--- src/sv/brs_pkg.sv ---
// ----------------------------------------------------------------------------
// brs_pkg: shared types and codes of the bisection root search core
// widths, configuration register indexes, phase, result kind and command codes
// ----------------------------------------------------------------------------
`default_nettype none

package brs_pkg;

   localparam int unsigned DataWidth = 32;
   localparam int unsigned TolWidth  = 31;
   localparam int unsigned IterWidth = 20;
   localparam int unsigned KindWidth = 2;

   localparam logic [TolWidth-1:0]  TolReset  = TolWidth'(17);
   localparam logic [IterWidth-1:0] IterReset = IterWidth'(1000000);

   typedef logic signed [DataWidth-1:0] value_type;
   typedef logic [KindWidth-1:0]        kind_type;
   typedef logic [1:0]                  phase_type;
   typedef logic                        csr_index_type;

   // configuration register indexes
   localparam csr_index_type CSR_TOLERANCE      = 1'b0;
   localparam csr_index_type CSR_MAX_ITERATIONS = 1'b1;

   // search phases
   localparam phase_type PH_IDLE   = 2'd0;
   localparam phase_type PH_WAIT_A = 2'd1;
   localparam phase_type PH_WAIT_B = 2'd2;
   localparam phase_type PH_WAIT_M = 2'd3;

   // result kinds
   localparam kind_type KIND_EVAL    = 2'd0;
   localparam kind_type KIND_ROOT    = 2'd1;
   localparam kind_type KIND_FAIL    = 2'd2;
   localparam kind_type KIND_IGNORED = 2'd3;

   // input commands
   localparam logic CMD_START = 1'b0;
   localparam logic CMD_VALUE = 1'b1;

   typedef struct packed {
      kind_type  kind;
      value_type point;
   } result_type;

endpackage

`default_nettype wire

--- src/sv/bisection_root_search_core.sv ---
// ----------------------------------------------------------------------------
// bisection_root_search_core: fixed point bisection root search engine
// searches a sign change of an external function in signed Q8.24
// ----------------------------------------------------------------------------
// Usage:
//  req channel: tuser carries the command (start or returned value), tdata the
//  interval ends and the function value. Every req transaction makes exactly
//  one rsp transaction: an evaluate request, a root, a failure, or a flag for
//  a value that arrived while no search was running.
//  The host evaluates f at every requested point and returns it on req.
//  A start transaction always restarts the search.
//  csr channel: index 0 tolerance, index 1 max_iterations; always ready, to be
//  written only while no search transaction is outstanding.
//  Output: each result is registered, in the skid register if the held result is not taken.
//  Throughput: one req transaction per cycle while req_tready is high; the search
//  state update is a single add, shift and compare pass between the state registers.
//  A two-entry output buffer (result register plus skid register) lets one
//  transaction be taken while a result waits; req_tready drops only when both
//  entries are full because the receiver stalls.
//  Reset: synchronous, clears the search to idle, empties the output buffer
//  and loads the register defaults (tolerance 17, max_iterations 1000000).
// ----------------------------------------------------------------------------
`default_nettype none

module bisection_root_search_core (
   input  wire logic        clock,
   input  wire logic        reset,
   input  wire logic        req_tvalid,
   output logic             req_tready,
   input  wire logic [95:0] req_tdata,   // left_end, right_end, function_value
   input  wire logic        req_tuser,   // command
   output logic             rsp_tvalid,
   input  wire logic        rsp_tready,
   output logic [31:0]      rsp_tdata,   // point
   output logic [1:0]       rsp_tuser,   // kind
   input  wire logic        csr_valid,
   output logic             csr_ready,
   input  wire logic        csr_index,
   input  wire logic [31:0] csr_data
);

   logic [brs_pkg::TolWidth-1:0]  tolerance_ff;
   logic [brs_pkg::IterWidth-1:0] max_iter_ff;

   brs_pkg::phase_type  phase_ff, phase_in;
   brs_pkg::value_type  lower_end_ff, lower_end_in;
   brs_pkg::value_type  upper_end_ff, upper_end_in;
   brs_pkg::value_type  lower_value_ff, lower_value_in;
   brs_pkg::value_type  midpoint_ff, midpoint_in;
   logic [brs_pkg::IterWidth-1:0] iter_count_ff, iter_count_in;

   brs_pkg::result_type result_in;
   brs_pkg::result_type main_ff, skid_ff;
   logic                main_valid_ff, skid_valid_ff;

   logic push, pop;

   brs_pkg::value_type in_left, in_right, in_value;

   logic signed [32:0] lv_ext, v_ext, width_diff, mid_sum;
   logic [32:0]        lv_mag, v_mag, width_mag, tol_ext;
   logic               lv_small, v_small, width_small;
   logic               lv_pos, lv_neg, v_pos, v_neg;
   logic               budget_spent;
   brs_pkg::value_type mid_next;
   brs_pkg::value_type next_lower, next_upper;

   assign in_left  = req_tdata[31:0];
   assign in_right = req_tdata[63:32];
   assign in_value = req_tdata[95:64];

   assign req_tready = !skid_valid_ff;
   assign push       = req_tvalid && req_tready;
   assign pop        = rsp_tvalid && rsp_tready;
   assign csr_ready  = 1'b1;

   assign rsp_tvalid = main_valid_ff;
   assign rsp_tdata  = main_ff.point;
   assign rsp_tuser  = main_ff.kind;

   // magnitude tests
   assign tol_ext     = {2'b00, tolerance_ff};
   assign lv_ext      = {lower_value_ff[31], lower_value_ff};
   assign v_ext       = {in_value[31], in_value};
   assign lv_mag      = lv_ext[32] ? 33'(-lv_ext) : 33'(lv_ext);
   assign v_mag       = v_ext[32] ? 33'(-v_ext) : 33'(v_ext);
   assign width_diff  = {upper_end_ff[31], upper_end_ff} - {lower_end_ff[31], lower_end_ff};
   assign width_mag   = width_diff[32] ? 33'(-width_diff) : 33'(width_diff);
   assign lv_small    = lv_mag < tol_ext;
   assign v_small     = v_mag < tol_ext;
   assign width_small = width_mag < tol_ext;

   assign lv_pos = !lower_value_ff[31] && (lower_value_ff != '0);
   assign lv_neg = lower_value_ff[31];
   assign v_pos  = !in_value[31] && (in_value != '0);
   assign v_neg  = in_value[31];

   assign budget_spent = iter_count_ff >= max_iter_ff;

   // midpoint of the interval after the side choice
   always_comb begin
      next_lower = lower_end_ff;
      next_upper = upper_end_ff;
      if (phase_ff == brs_pkg::PH_WAIT_M) begin
         if ((lv_pos && v_neg) || (lv_neg && v_pos)) begin
            next_upper = midpoint_ff;
         end else begin
            next_lower = midpoint_ff;
         end
      end
   end

   assign mid_sum  = {next_lower[31], next_lower} + {next_upper[31], next_upper};
   assign mid_next = mid_sum[32:1];

   always_comb begin
      phase_in       = phase_ff;
      lower_end_in   = lower_end_ff;
      upper_end_in   = upper_end_ff;
      lower_value_in = lower_value_ff;
      midpoint_in    = midpoint_ff;
      iter_count_in  = iter_count_ff;
      result_in.kind  = brs_pkg::KIND_IGNORED;
      result_in.point = '0;
      if (req_tuser == brs_pkg::CMD_START) begin
         lower_end_in    = in_left;
         upper_end_in    = in_right;
         lower_value_in  = '0;
         midpoint_in     = '0;
         iter_count_in   = '0;
         phase_in        = brs_pkg::PH_WAIT_A;
         result_in.kind  = brs_pkg::KIND_EVAL;
         result_in.point = in_left;
      end else begin
         case (phase_ff)
            brs_pkg::PH_WAIT_A: begin
               lower_value_in  = in_value;
               phase_in        = brs_pkg::PH_WAIT_B;
               result_in.kind  = brs_pkg::KIND_EVAL;
               result_in.point = upper_end_ff;
            end
            brs_pkg::PH_WAIT_B, brs_pkg::PH_WAIT_M: begin
               if (phase_ff == brs_pkg::PH_WAIT_B && lv_small) begin
                  phase_in        = brs_pkg::PH_IDLE;
                  result_in.kind  = brs_pkg::KIND_ROOT;
                  result_in.point = lower_end_ff;
               end else if (phase_ff == brs_pkg::PH_WAIT_B && v_small) begin
                  phase_in        = brs_pkg::PH_IDLE;
                  result_in.kind  = brs_pkg::KIND_ROOT;
                  result_in.point = upper_end_ff;
               end else if (phase_ff == brs_pkg::PH_WAIT_B &&
                            ((lv_pos && v_pos) || (lv_neg && v_neg))) begin
                  phase_in        = brs_pkg::PH_IDLE;
                  result_in.kind  = brs_pkg::KIND_FAIL;
               end else if (phase_ff == brs_pkg::PH_WAIT_M && (v_small || width_small)) begin
                  phase_in        = brs_pkg::PH_IDLE;
                  result_in.kind  = brs_pkg::KIND_ROOT;
                  result_in.point = midpoint_ff;
               end else begin
                  if (phase_ff == brs_pkg::PH_WAIT_M) begin
                     lower_end_in = next_lower;
                     upper_end_in = next_upper;
                     if (!((lv_pos && v_neg) || (lv_neg && v_pos))) begin
                        lower_value_in = in_value;
                     end
                  end
                  if (budget_spent) begin
                     phase_in        = brs_pkg::PH_IDLE;
                     result_in.kind  = brs_pkg::KIND_FAIL;
                  end else begin
                     midpoint_in     = mid_next;
                     iter_count_in   = iter_count_ff +
                                       {{(brs_pkg::IterWidth-1){1'b0}}, 1'b1};
                     phase_in        = brs_pkg::PH_WAIT_M;
                     result_in.kind  = brs_pkg::KIND_EVAL;
                     result_in.point = mid_next;
                  end
               end
            end
            default: begin
               result_in.kind  = brs_pkg::KIND_IGNORED;
               result_in.point = '0;
            end
         endcase
      end
   end

   // configuration registers
   always_ff @(posedge clock) begin
      if (reset) begin
         tolerance_ff <= brs_pkg::TolReset;
         max_iter_ff  <= brs_pkg::IterReset;
      end else if (csr_valid && csr_ready) begin
         case (csr_index)
            brs_pkg::CSR_TOLERANCE:      tolerance_ff <= csr_data[brs_pkg::TolWidth-1:0];
            brs_pkg::CSR_MAX_ITERATIONS: max_iter_ff  <= csr_data[brs_pkg::IterWidth-1:0];
            default: begin
               tolerance_ff <= tolerance_ff;
            end
         endcase
      end
   end

   // search state
   always_ff @(posedge clock) begin
      if (reset) begin
         phase_ff       <= brs_pkg::PH_IDLE;
         lower_end_ff   <= '0;
         upper_end_ff   <= '0;
         lower_value_ff <= '0;
         midpoint_ff    <= '0;
         iter_count_ff  <= '0;
      end else if (push) begin
         phase_ff       <= phase_in;
         lower_end_ff   <= lower_end_in;
         upper_end_ff   <= upper_end_in;
         lower_value_ff <= lower_value_in;
         midpoint_ff    <= midpoint_in;
         iter_count_ff  <= iter_count_in;
      end
   end

   // output buffer: result register plus skid register
   always_ff @(posedge clock) begin
      if (reset) begin
         main_valid_ff <= 1'b0;
         skid_valid_ff <= 1'b0;
      end else if (skid_valid_ff) begin
         if (pop) begin
            skid_valid_ff <= 1'b0;
         end
      end else if (push && main_valid_ff && !pop) begin
         skid_valid_ff <= 1'b1;
      end else if (push) begin
         main_valid_ff <= 1'b1;
      end else if (pop) begin
         main_valid_ff <= 1'b0;
      end
   end

   always_ff @(posedge clock) begin
      if (skid_valid_ff) begin
         if (pop) begin
            main_ff <= skid_ff;
         end
      end else if (push && main_valid_ff && !pop) begin
         skid_ff <= result_in;
      end else if (push) begin
         main_ff <= result_in;
      end
   end

`ifndef NO_ASSERTIONS
   a_skid_needs_main : assert property (@(posedge clock) disable iff (reset)
      skid_valid_ff |-> main_valid_ff)
      else $error("skid entry held while result register empty");

   a_accept_gives_result : assert property (@(posedge clock) disable iff (reset)
      push |=> rsp_tvalid)
      else $error("accepted transaction left no result");

   a_mid_wait_counted : assert property (@(posedge clock) disable iff (reset)
      (phase_ff == brs_pkg::PH_WAIT_M) |-> (iter_count_ff != '0))
      else $error("midpoint wait with zero iteration count");

   a_reset_idle : assert property (@(posedge clock)
      reset |=> (phase_ff == brs_pkg::PH_IDLE) && !rsp_tvalid)
      else $error("reset did not return to idle");
`endif

endmodule

`default_nettype wire

--- config.mk ---
export PLATFORM = sky130hd
export DESIGN_NAME = bisection_root_search_core
export DESIGN_NICKNAME = d
export VERILOG_FILES = /design/src/sv/brs_pkg.sv /design/src/sv/bisection_root_search_core.sv
export SDC_FILE = /design/constraint.sdc
export NUM_CORES = 1
export LEC_CHECK = 0
export BUFFER_PORTS_ARGS = -buffer_cell sky130_fd_sc_hd__buf_2
export CORE_AREA = 4 4 237 262
export DETAILED_ROUTE_END_ITERATION = 10
export DIE_AREA = 0 0 241 266
export SYNTH_ARGS = -nofsm -noshare
export SYNTH_HDL_FRONTEND = slang
export SYNTH_SLANG_ARGS = --single-unit
--- constraint.sdc ---
create_clock -name clock -period 7.8 [get_ports clock]
set_clock_uncertainty 0.15 [all_clocks]
set_input_delay 0 -clock clock [delete_from_list [all_inputs] [get_ports clock]]
set_output_delay 0 -clock clock [all_outputs]
set_load 0.02 [all_outputs]
[Word level (Yosys, flattened, before mapping)]
Index checks and enable logic that the tools add are counted.
Word-level totals
  word-level logic and storage cells: 149
  flip-flop bits (word level): 271
Operators by class
  bitwise logic cells: 3
  reductions and logical operators: 35
  eq/ne operators: 19
  add/subtract/negate cells: 6
  $lt $le $gt $ge: 4
  multiplexer cells: 68
Operators with widths (number)
  $mux 32: 34
  $mux 34: 8
  $mux 20: 7
  $lt 33x31->1: 3
  $mux 33: 3
  $pmux 34 s2: 1
  $neg 32->33: 2
  $pmux 32 s2: 1
  $reduce_bool 32->1: 2
  $add 32x32->33: 1
  $neg 33->33: 1
  $sub 32x32->33: 1
  $add 20x1->20 const B: 1
  $ge 20x20->1: 1
  $ne 3x3->1 const B: 6
  $mux 2: 8
  $logic_and 1x1->1: 14
  $reduce_and 7->1: 2
  $ne 2x2->1 const B: 6
  $reduce_and 2->1: 4
  $reduce_and 8->1: 1
  $ne 2x1->1 const B: 3
  $reduce_and 3->1: 2
  $mux 1: 5
  other kinds (9): 18

[Logic depth before layout (Yosys ltp)]
Gate-level depths: netlist of the first run.
  word-level depth: 17
  gate-level depth with buffers: 31
  mapped depth without buffers: 28

[Worst setup path before layout of the first run]
Ideal clock, no wire load.
  path type: reg-to-reg
  start point: register upper_end_ff[0]
  end point: register main_ff, in the netlist rsp_tdata[10] (data pin)
  setup time: 268 ps
  arrival: 6438 ps
  required time: 7382 ps
  setup slack: 944 ps
  cell stages (with the launch flop): 29
  cells stage by stage: dfxtp_1 inv_1 ha_1 fa_1 nor2b_1 o221a_4 o21ai_0 a21boi_0 o32ai_1 nor4bb_1 nand3_1 or4_1 nor2_1 a21oi_1 xor2_1 ha_1 a21o_1 a21oi_1 nor2b_1 a2111oi_0 o21ai_0 nor3_1 o21ai_0 o31ai_1 o21ai_2 buf_6 mux2_1 a221oi_2 o31ai_1
Between the ends
  cells in the longest elaborated chain, start to end: 15
  elaborated cells on any way between the ends: 19
  classes of those cells: 3 x add/sub; 1 x order compare; 13 x mux; 2 x reduce/logical
Ends and longest elaborated chain
  from (decl): RTL line bisection_root_search_core.sv:47  | brs_pkg::value_type upper_end_ff, upper_end_in;
  from (signal assigned): RTL line bisection_root_search_core.sv:216  | upper_end_ff <= upper_end_in;
  $sub 32x32->33: RTL line bisection_root_search_core.sv:87  | assign width_diff = {upper_end_ff[31], upper_end_ff} - {lower_end_ff[31], lower_end_ff};
  $neg 33->33: RTL line bisection_root_search_core.sv:88  | assign width_mag = width_diff[32] ? 33'(-width_diff) : 33'(width_diff);
  $mux 33: RTL line bisection_root_search_core.sv:88
  $lt 33x31->1: RTL line bisection_root_search_core.sv:91  | assign width_small = width_mag < tol_ext;
  $logic_or 1x1->1: RTL line bisection_root_search_core.sv:155  | end else if (phase_ff == brs_pkg::PH_WAIT_M && (v_small || width_small)) begin
  $logic_and 1x1->1: RTL line bisection_root_search_core.sv:155
  $mux 34 (*): RTL line bisection_root_search_core.sv:155
  $mux 32 (*): RTL line bisection_root_search_core.sv:151  | end else if (phase_ff == brs_pkg::PH_WAIT_B &&
  $mux 34 (*): RTL line bisection_root_search_core.sv:147  | end else if (phase_ff == brs_pkg::PH_WAIT_B && v_small) begin
  $mux 34 (*): RTL line bisection_root_search_core.sv:143  | if (phase_ff == brs_pkg::PH_WAIT_B && lv_small) begin
  $pmux 34 s2 (*): RTL line bisection_root_search_core.sv:135  | case (phase_ff)
  $mux 34 (*): RTL line bisection_root_search_core.sv:125  | if (req_tuser == brs_pkg::CMD_START) begin
  $mux 34 (*): RTL line bisection_root_search_core.sv:248  | end else if (push) begin
  $mux 34 (*): RTL line bisection_root_search_core.sv:246  | end else if (push && main_valid_ff && !pop) begin
  $mux 34 (*): RTL line bisection_root_search_core.sv:242  | if (skid_valid_ff) begin
  to (signal assigned): RTL line bisection_root_search_core.sv:244  | main_ff <= skid_ff;
  to (signal assigned): RTL line bisection_root_search_core.sv:249  | main_ff <= result_in;
  to (decl): RTL line bisection_root_search_core.sv:53  | brs_pkg::result_type main_ff, skid_ff;
Every way passes the cells marked *; elsewhere a longest branch is shown, timed or not. The select of a mux whose other input is x is not followed.
A chain may end at the register's enable or synchronous reset.

==> flow_metrics.tcl, run 1 <==
set metrics [dict create \
    start_util 0.367 \
    cts_root_buf "clkbuf_16" \
    grt_max_degree 87 \
    status "finished clean" \
    stdcell_count 3821 \
    syn-cell-area_sq_um 21800 \
    drt.antenna.violating_nets 0 \
    wirelength_um 89400 \
    worst_pin_slew_ns 1.09 \
    synth-seq-cells 271 \
    synth_async_sr_flop_share 0 \
    antenna_found_initial 0 \
    drt_iter0_markers 2214 \
    relSlewSlack 0.266 \
    crit_path_end_kind "flip-flop" \
    min_path_type "in -> reg" \
    grt_pass1_wl_um 135000 \
    cellPowerDensity_nw_per_um2 190 \
    synth_compound_area_frac 0.271 \
    synth-simple-area-share 0.191 \
    period_share 0.963 \
    r2r_slack_ns 0.40 \
    io_pins 172 \
    numPortBuffers 169 \
    max_freq_mhz 133 \
    start_kind "input pin" \
    cts_buffers 35 \
    setup-violations-final 0 \
    die_x_um 241 \
    h-tree-depth 2 \
    ys_seq_area_frac 0.280 \
    postCtsSetupRepairBufs 0 \
    yosysWarnings 0 \
    clock_sink_count 271 \
    critical_path.max_fanout 20 \
    cp.required_ns 7.96 \
    synth_edf_count 68 \
    cp_data_arrival_time_ns 7.67 \
    clk_pin_slew_ns 0.07 \
    syn_avg_cell_area_sq_um 8.01 \
    startpoint "req_tdata[74]" \
    synth-xor-area-share 0.0510 \
    core_area_sq_um 59500 \
    leakagePower_nw 11.0 \
    drc 0 \
    area_growth_syn_to_layout_pct 23.1 \
    synth_flop_cell "dfxtp_1" \
    vias_per_cell 6.16 \
    vias 23500 \
    synthDistinctLibCells 90 \
    cts_tree "yes" \
    synthAdderAreaFrac 0.103 \
    place_congestion 0.994 \
    ir_drop_uv 162 \
    final_nets 3340 \
    drive_gt1_frac 0.158 \
    post_drt_wl_per_cell_um 23.4 \
    synth_top_family_by_area "compound AO/OA/AOI/OAI gates" \
    placedCellCount 3588 \
    synth_fp_nets 3037 \
    regToRegStartpoint "lower_end_ff[8]" \
    tns_ns 0 \
    die-area_sq_um 64100 \
    clk_path_buf_depth 3 \
    drv_slew 0 \
    firstDrtPassIters 5 \
    grt_overflow 0 \
    track_usage 0.268 \
    grt_pass1_vias 22900 \
    diodes 0 \
    worstSkewPairLatency_ns 0.58 \
    rsz0062_at_grt "false" \
    hold_viol 0 \
    worstSetupPathType "in -> reg" \
    fin_crit_ns 7.51 \
    drv_cap 0 \
    min_from "csr_data[5]" \
    syn_inst 2723 \
    dp_hpwl_um 64100 \
    rows 94 \
    dieHeight_um 266 \
    muxShareOfSynthArea 0.0496 \
]
## synth_stat cells, drive strengths merged, types with 48 or more instances
master  number  share of area
nand4       73          0.021
nand2      297          0.051
edfxtp      68          0.094
xnor2       99          0.040
nand3      103          0.024
o41ai       50          0.020
a21oi      230          0.053
mux2i       48          0.022
ha         177           0.10
mux2        53          0.028
o21ai      208          0.048
inv        112          0.019
dfxtp      203           0.19
o31ai       64          0.022
a21o        78          0.027
nor2       152          0.026
clkbuf     127          0.022
buf         56          0.013
## area by class of cell
| class | instances | area [sq um] |
|---|---|---|
| Clock inverter | 24 | 290 |
| Timing Repair Buffer | 449 | 3450 |
| Inverter | 113 | 424 |
| Clock buffer | 40 | 936 |
| Multi-Input combinational cell | 2156 | 14700 |
| Tap cell | 768 | 961 |
| Fill cell | 5832 | 32700 |
| Sequential cell | 271 | 6110 |
## where the power goes
group	leakage [nW]	internal (mW)	total, mW	switching [mW]
Clock	0.603	1.02	1.75	0.737
Combinational	8.05	0.732	1.80	1.06
Sequential	2.30	1.51	1.55	0.0442
Total	11.0	3.26	5.10	1.85
## state kept, by name, indices dropped and copies added (netlist names)
| signal | flops |
|---|---|
| iter_count_ff | 20 |
| lower_end_ff | 32 |
| lower_value_ff | 32 |
| max_iter_ff | 20 |
| midpoint_ff | 32 |
| phase_ff | 2 |
| rsp_tdata | 32 |
| rsp_tuser | 2 |
| rsp_tvalid | 1 |
| skid_ff | 34 |
| skid_valid_ff | 1 |
| tolerance_ff | 31 |
| upper_end_ff | 32 |
## placed cells by master, fill, tap and decap left out, types with 9 or more instances in the layout
| cell | Yosys | final |
|---|---|---|
| nand2_1 | 297 | 295 |
| a21oi_1 | 230 | 226 |
| dfxtp_1 | 203 | 203 |
| o21ai_0 | 201 | 197 |
| ha_1 | 177 | 177 |
| dlygate4sd3_1 | 0 | 169 |
| buf_2 | 22 | 167 |
| nor2_1 | 152 | 150 |
| inv_1 | 112 | 110 |
| buf_4 | 4 | 106 |
| nand3_1 | 103 | 103 |
| xnor2_1 | 99 | 99 |
| a21o_1 | 78 | 78 |
| nand4_1 | 73 | 73 |
| edfxtp_1 | 68 | 68 |
| o31ai_1 | 64 | 63 |
| o41ai_1 | 50 | 49 |
| mux2i_1 | 48 | 48 |
| mux2_2 | 48 | 48 |
| o211ai_1 | 44 | 44 |
| nor3_1 | 45 | 43 |
| clkbuf_16 | 0 | 36 |
| and3_1 | 30 | 30 |
| xor2_1 | 28 | 28 |
| or4_1 | 27 | 27 |
| a31o_2 | 23 | 23 |
| or3_1 | 22 | 22 |
| a31oi_1 | 22 | 22 |
| a221oi_1 | 22 | 22 |
| and2_1 | 21 | 21 |
| nand2b_1 | 19 | 19 |
| or2_2 | 18 | 18 |
| a211oi_1 | 20 | 18 |
| nor2b_1 | 18 | 13 |
| o2111ai_1 | 12 | 12 |
| nor4_1 | 12 | 10 |
| o21a_1 | 10 | 10 |
| o31a_1 | 9 | 9 |
## worst max-delay path, stage by stage
cell and delay [ns]:
dlygate4sd3_1 0.53, buf_2 0.16, or4_1 0.60, or4_1 0.61, nor4_1 0.44, buf_4 0.21, or2_2 0.11, mux2i_1 0.20
nand2_1 0.23, buf_12 0.22, mux2_2 0.40, ha_1 0.37, and4_1 0.25, and2_1 0.19, a41o_1 0.25, a221o_1 0.31
or2_2 0.34, a2111oi_0 0.62, buf_4 0.24, o31ai_1 0.08, a21o_1 0.20, xnor2_1 0.25, nor2_1 0.08, o311ai_1 0.29
o22ai_1 0.16, mux2_2 0.31
## path summary, 6_finish.rpt
kind / to / depth (start not counted)
max: rsp_tdata[24] / 26
min reg2reg: tolerance_ff[12] / 2
min: max_iter_ff[5] / 4
max reg2reg: rsp_tdata[15] / 27
## layer usage
layer | vias up | wire (um) | GRT usage
met3 | 243 | 7020 | 0.0409
met4 | 0 | 4930 | 0.130
met1 | 11300 | 37000 | 0.351
li1 | 10800 | - | -
met5 | - | 0 | 0
met2 | 1157 | 40500 | 0.432
## cells by family (layout without fill, tap and decap cells)
group,after synthesis,after routing
AO/OA/AOI/OAI,887,887
XOR/XNOR,127,127
adder cells (fa/ha/maj),179,179
buffers and inverters,296,626
flip-flops,271,271
multiplexers,101,101
other,1,1
AND/OR/NAND/NOR,861,861
## repair_timing
action / CTS / global route
gates resized for setup: 2 / 18
cloned: 0 / 0
hold endpoints to repair: 232 / 0
pin swaps: 0 / 1
hold buffers: 169 / 0
setup endpoints to repair: 6 / 216
## metrics by stage
stage / util / worst slack, ns / hold WS [ns] / power [mW] / cell area, sq um
3_5_place_dp: 0.401 / 0.00928 / 0.0588 / 3.25 / 23800
2_1_floorplan: - / 0.944 / -0.0496 / 2.71 / 21800
3_3_place_gp: 0.401 / 0.171 / 0.0564 / 3.22 / 23800
6_report: 0.451 / 0.291 / 0.110 / 5.10 / 26900
4_1_cts: 0.450 / 0.0414 / 0.0829 / 5.08 / 26800
5_1_grt: 0.451 / 0.0310 / 0.129 / 5.36 / 26900
(Power assumes the default switching activity.)
==> run 2: changes to the inputs <==
Settings changed: BUFFER_PORTS_ARGS -buffer_cell sky130_fd_sc_hd__buf_2 to -buffer_cell sky130_fd_sc_hd__clkbuf_2.
==> run 2 against run 1 <==
Effect of this change: fmax up 1.2%; combinational power up 2%; die area unchanged; clock-buffer cell count up 12; design area up 1.1%; largest power group unchanged; core utilization up 0.50 points.
==> flow_metrics.tcl, run 2 (synthesized netlist as in run 1, its figures left out) <==
set metrics [dict create \
    final_common_cell "nand2_1" \
    regToRegStartpoint "lower_end_ff[12]" \
    stdcell_count 3851 \
    dieHeight_um 266 \
    min_path_cells 5 \
    min_path_type "in -> reg" \
    ff2ff_path_depth 31 \
    diodes 0 \
    grt_max_degree 127 \
    drive_gt1_frac 0.165 \
    status "finished clean" \
    start_util 0.367 \
    grt_pass1_vias 23000 \
    drc 0 \
    critPathBufInv 6 \
    track_usage 0.269 \
    io_pins 172 \
    r2r_slack_ns 0.38 \
    worst_pin_slew_ns 1.17 \
    worstSkewPairLatency_ns 0.58 \
    fin_crit_ns 7.42 \
    period_share 0.951 \
    vias_per_cell 6.05 \
    worstSetupPathType "reg -> reg" \
    critical_path.max_fanout 5 \
    dp_slack_ns -0.0637 \
    max_stage_delay_ns 0.59 \
    ir_drop_uv 140 \
    h-tree-depth 2 \
    start_kind "flip-flop" \
    drt.antenna.violating_nets 0 \
    multi_input_area_sq_um 14700 \
    core_area_sq_um 59500 \
    max_freq_mhz 135 \
    dp_hpwl_um 64500 \
    holdWs_ns 0.0378 \
    min_from "req_tvalid" \
    rows 94 \
    reg2reg_to "rsp_tdata[5]" \
    final_cell_mix "295 x nand2_1, 227 x a21oi_1, 203 x dfxtp_1" \
    relSlewSlack 0.220 \
    setup-violations-final 0 \
    clock_sink_count 271 \
    regMostFlops "skid_ff" \
    clk_pin_slew_ns 0.06 \
    cpMostUsedCell "buf_4" \
    numPortBuffers 169 \
    area_growth_syn_to_layout_pct 24.5 \
    antenna_found_initial 0 \
    firstDrtPassIters 6 \
    drv_slew 0 \
    cts_buffers 36 \
    die-area_sq_um 64100 \
    cp.required_ns 8.10 \
    clk_path_buf_depth 3 \
    placedCellCount 3610 \
    drt_iter0_markers 2274 \
    place_congestion 0.989 \
    grt_overflow 0 \
    fill_cells 5807 \
    cts_tree "yes" \
    cellPowerDensity_nw_per_um2 189 \
    grt_pass1_wl_um 136000 \
    seqCellArea_sq_um 6110 \
    cp_slowest_cell "or4_1" \
    cp_top_family "simple AND/OR/NAND/NOR gates" \
    setup_slack_ns 0.382 \
    die_x_um 241 \
    post_drt_wl_per_cell_um 23.4 \
    worstHoldEndpoint "midpoint_ff[13]" \
    hold_viol 0 \
    crit_path_end_kind "flip-flop" \
    drv_cap 0 \
    final_nets 3370 \
    cts_root_buf "clkbuf_16" \
    leakagePower_nw 11.2 \
    vias 23300 \
    largest_reg_flops 34 \
    wirelength_um 90000 \
    rsz0062_at_grt "false" \
    cp_data_arrival_time_ns 7.72 \
]
run 2: through the flow:
| step | instance area, sq um | utilization | setup TNS [ns] | total power, mW |
|---|---|---|---|---|
| final | 27200 | 0.456 | 0 | 5.14 |
| after global routing | 27200 | 0.456 | 0 | 5.39 |
| after CTS | 27000 | 0.454 | 0 | 5.11 |
| after detailed placement | 24000 | 0.404 | -0.620 | 3.29 |
| after floorplan | 21800 | - | 0 | 2.71 |
| after global placement | 24000 | 0.404 | 0 | 3.24 |
run 2: worst min-delay path, cell delays in order:
cell and delay [ns]:
clkbuf_2 0.11, nand2_2 0.05, buf_4 0.26, o21ai_0 0.21, a21oi_1 0.06
run 2: area by class of cell:
type / count / share of cell area
multi-input cells: 2156 / 0.542
well taps: 768 / 0.0354
clock inverters: 13 / 0.00567
clock buffers: 52 / 0.0395
inverters: 113 / 0.0156
flip-flops and latches: 271 / 0.225
repair buffers: 478 / 0.137
run 2: routing by layer:
layer | up-vias | routed length (um) | track usage
li1 | 10800 | - | -
met1 | 11100 | 37200 | 0.345
met2 | 1072 | 41500 | 0.445
met3 | 265 | 6370 | 0.0427
met4 | 0 | 4920 | 0.128
met5 | - | 0 | 0
run 2: timing repair:
| action | CTS | global route |
|---|---|---|
| setup endpoints to repair | 43 | 216 |
| gates resized for setup | 3 | 23 |
| hold endpoints to repair | 222 | 0 |
| pin swaps | 0 | 3 |
| buffers inserted | 0 | 4 |
| hold buffers | 172 | 0 |
run 2: power by group:
group / leakage [nW] / internal, mW / switching, mW
registers: 2.30 / 1.51 / 0.0454
logic: 8.25 / 0.760 / 1.08
clock network: 0.602 / 1.03 / 0.711
run 2: worst max-delay path by stage:
stage                      from  cells after the start  slack, ns            endpoint
5_1_grt         lower_end_ff[7]                     31       0.02       rsp_tdata[19]
3_3_place_gp    lower_end_ff[7]                     30       0.07  lower_value_ff[15]
3_5_place_dp    lower_end_ff[7]                     30      -0.06  lower_value_ff[27]
4_1_cts         lower_end_ff[7]                     29       0.06       rsp_tdata[15]
2_1_floorplan   upper_end_ff[0]                     28       0.94       rsp_tdata[10]
6_report       lower_end_ff[12]                     31       0.38        rsp_tdata[5]
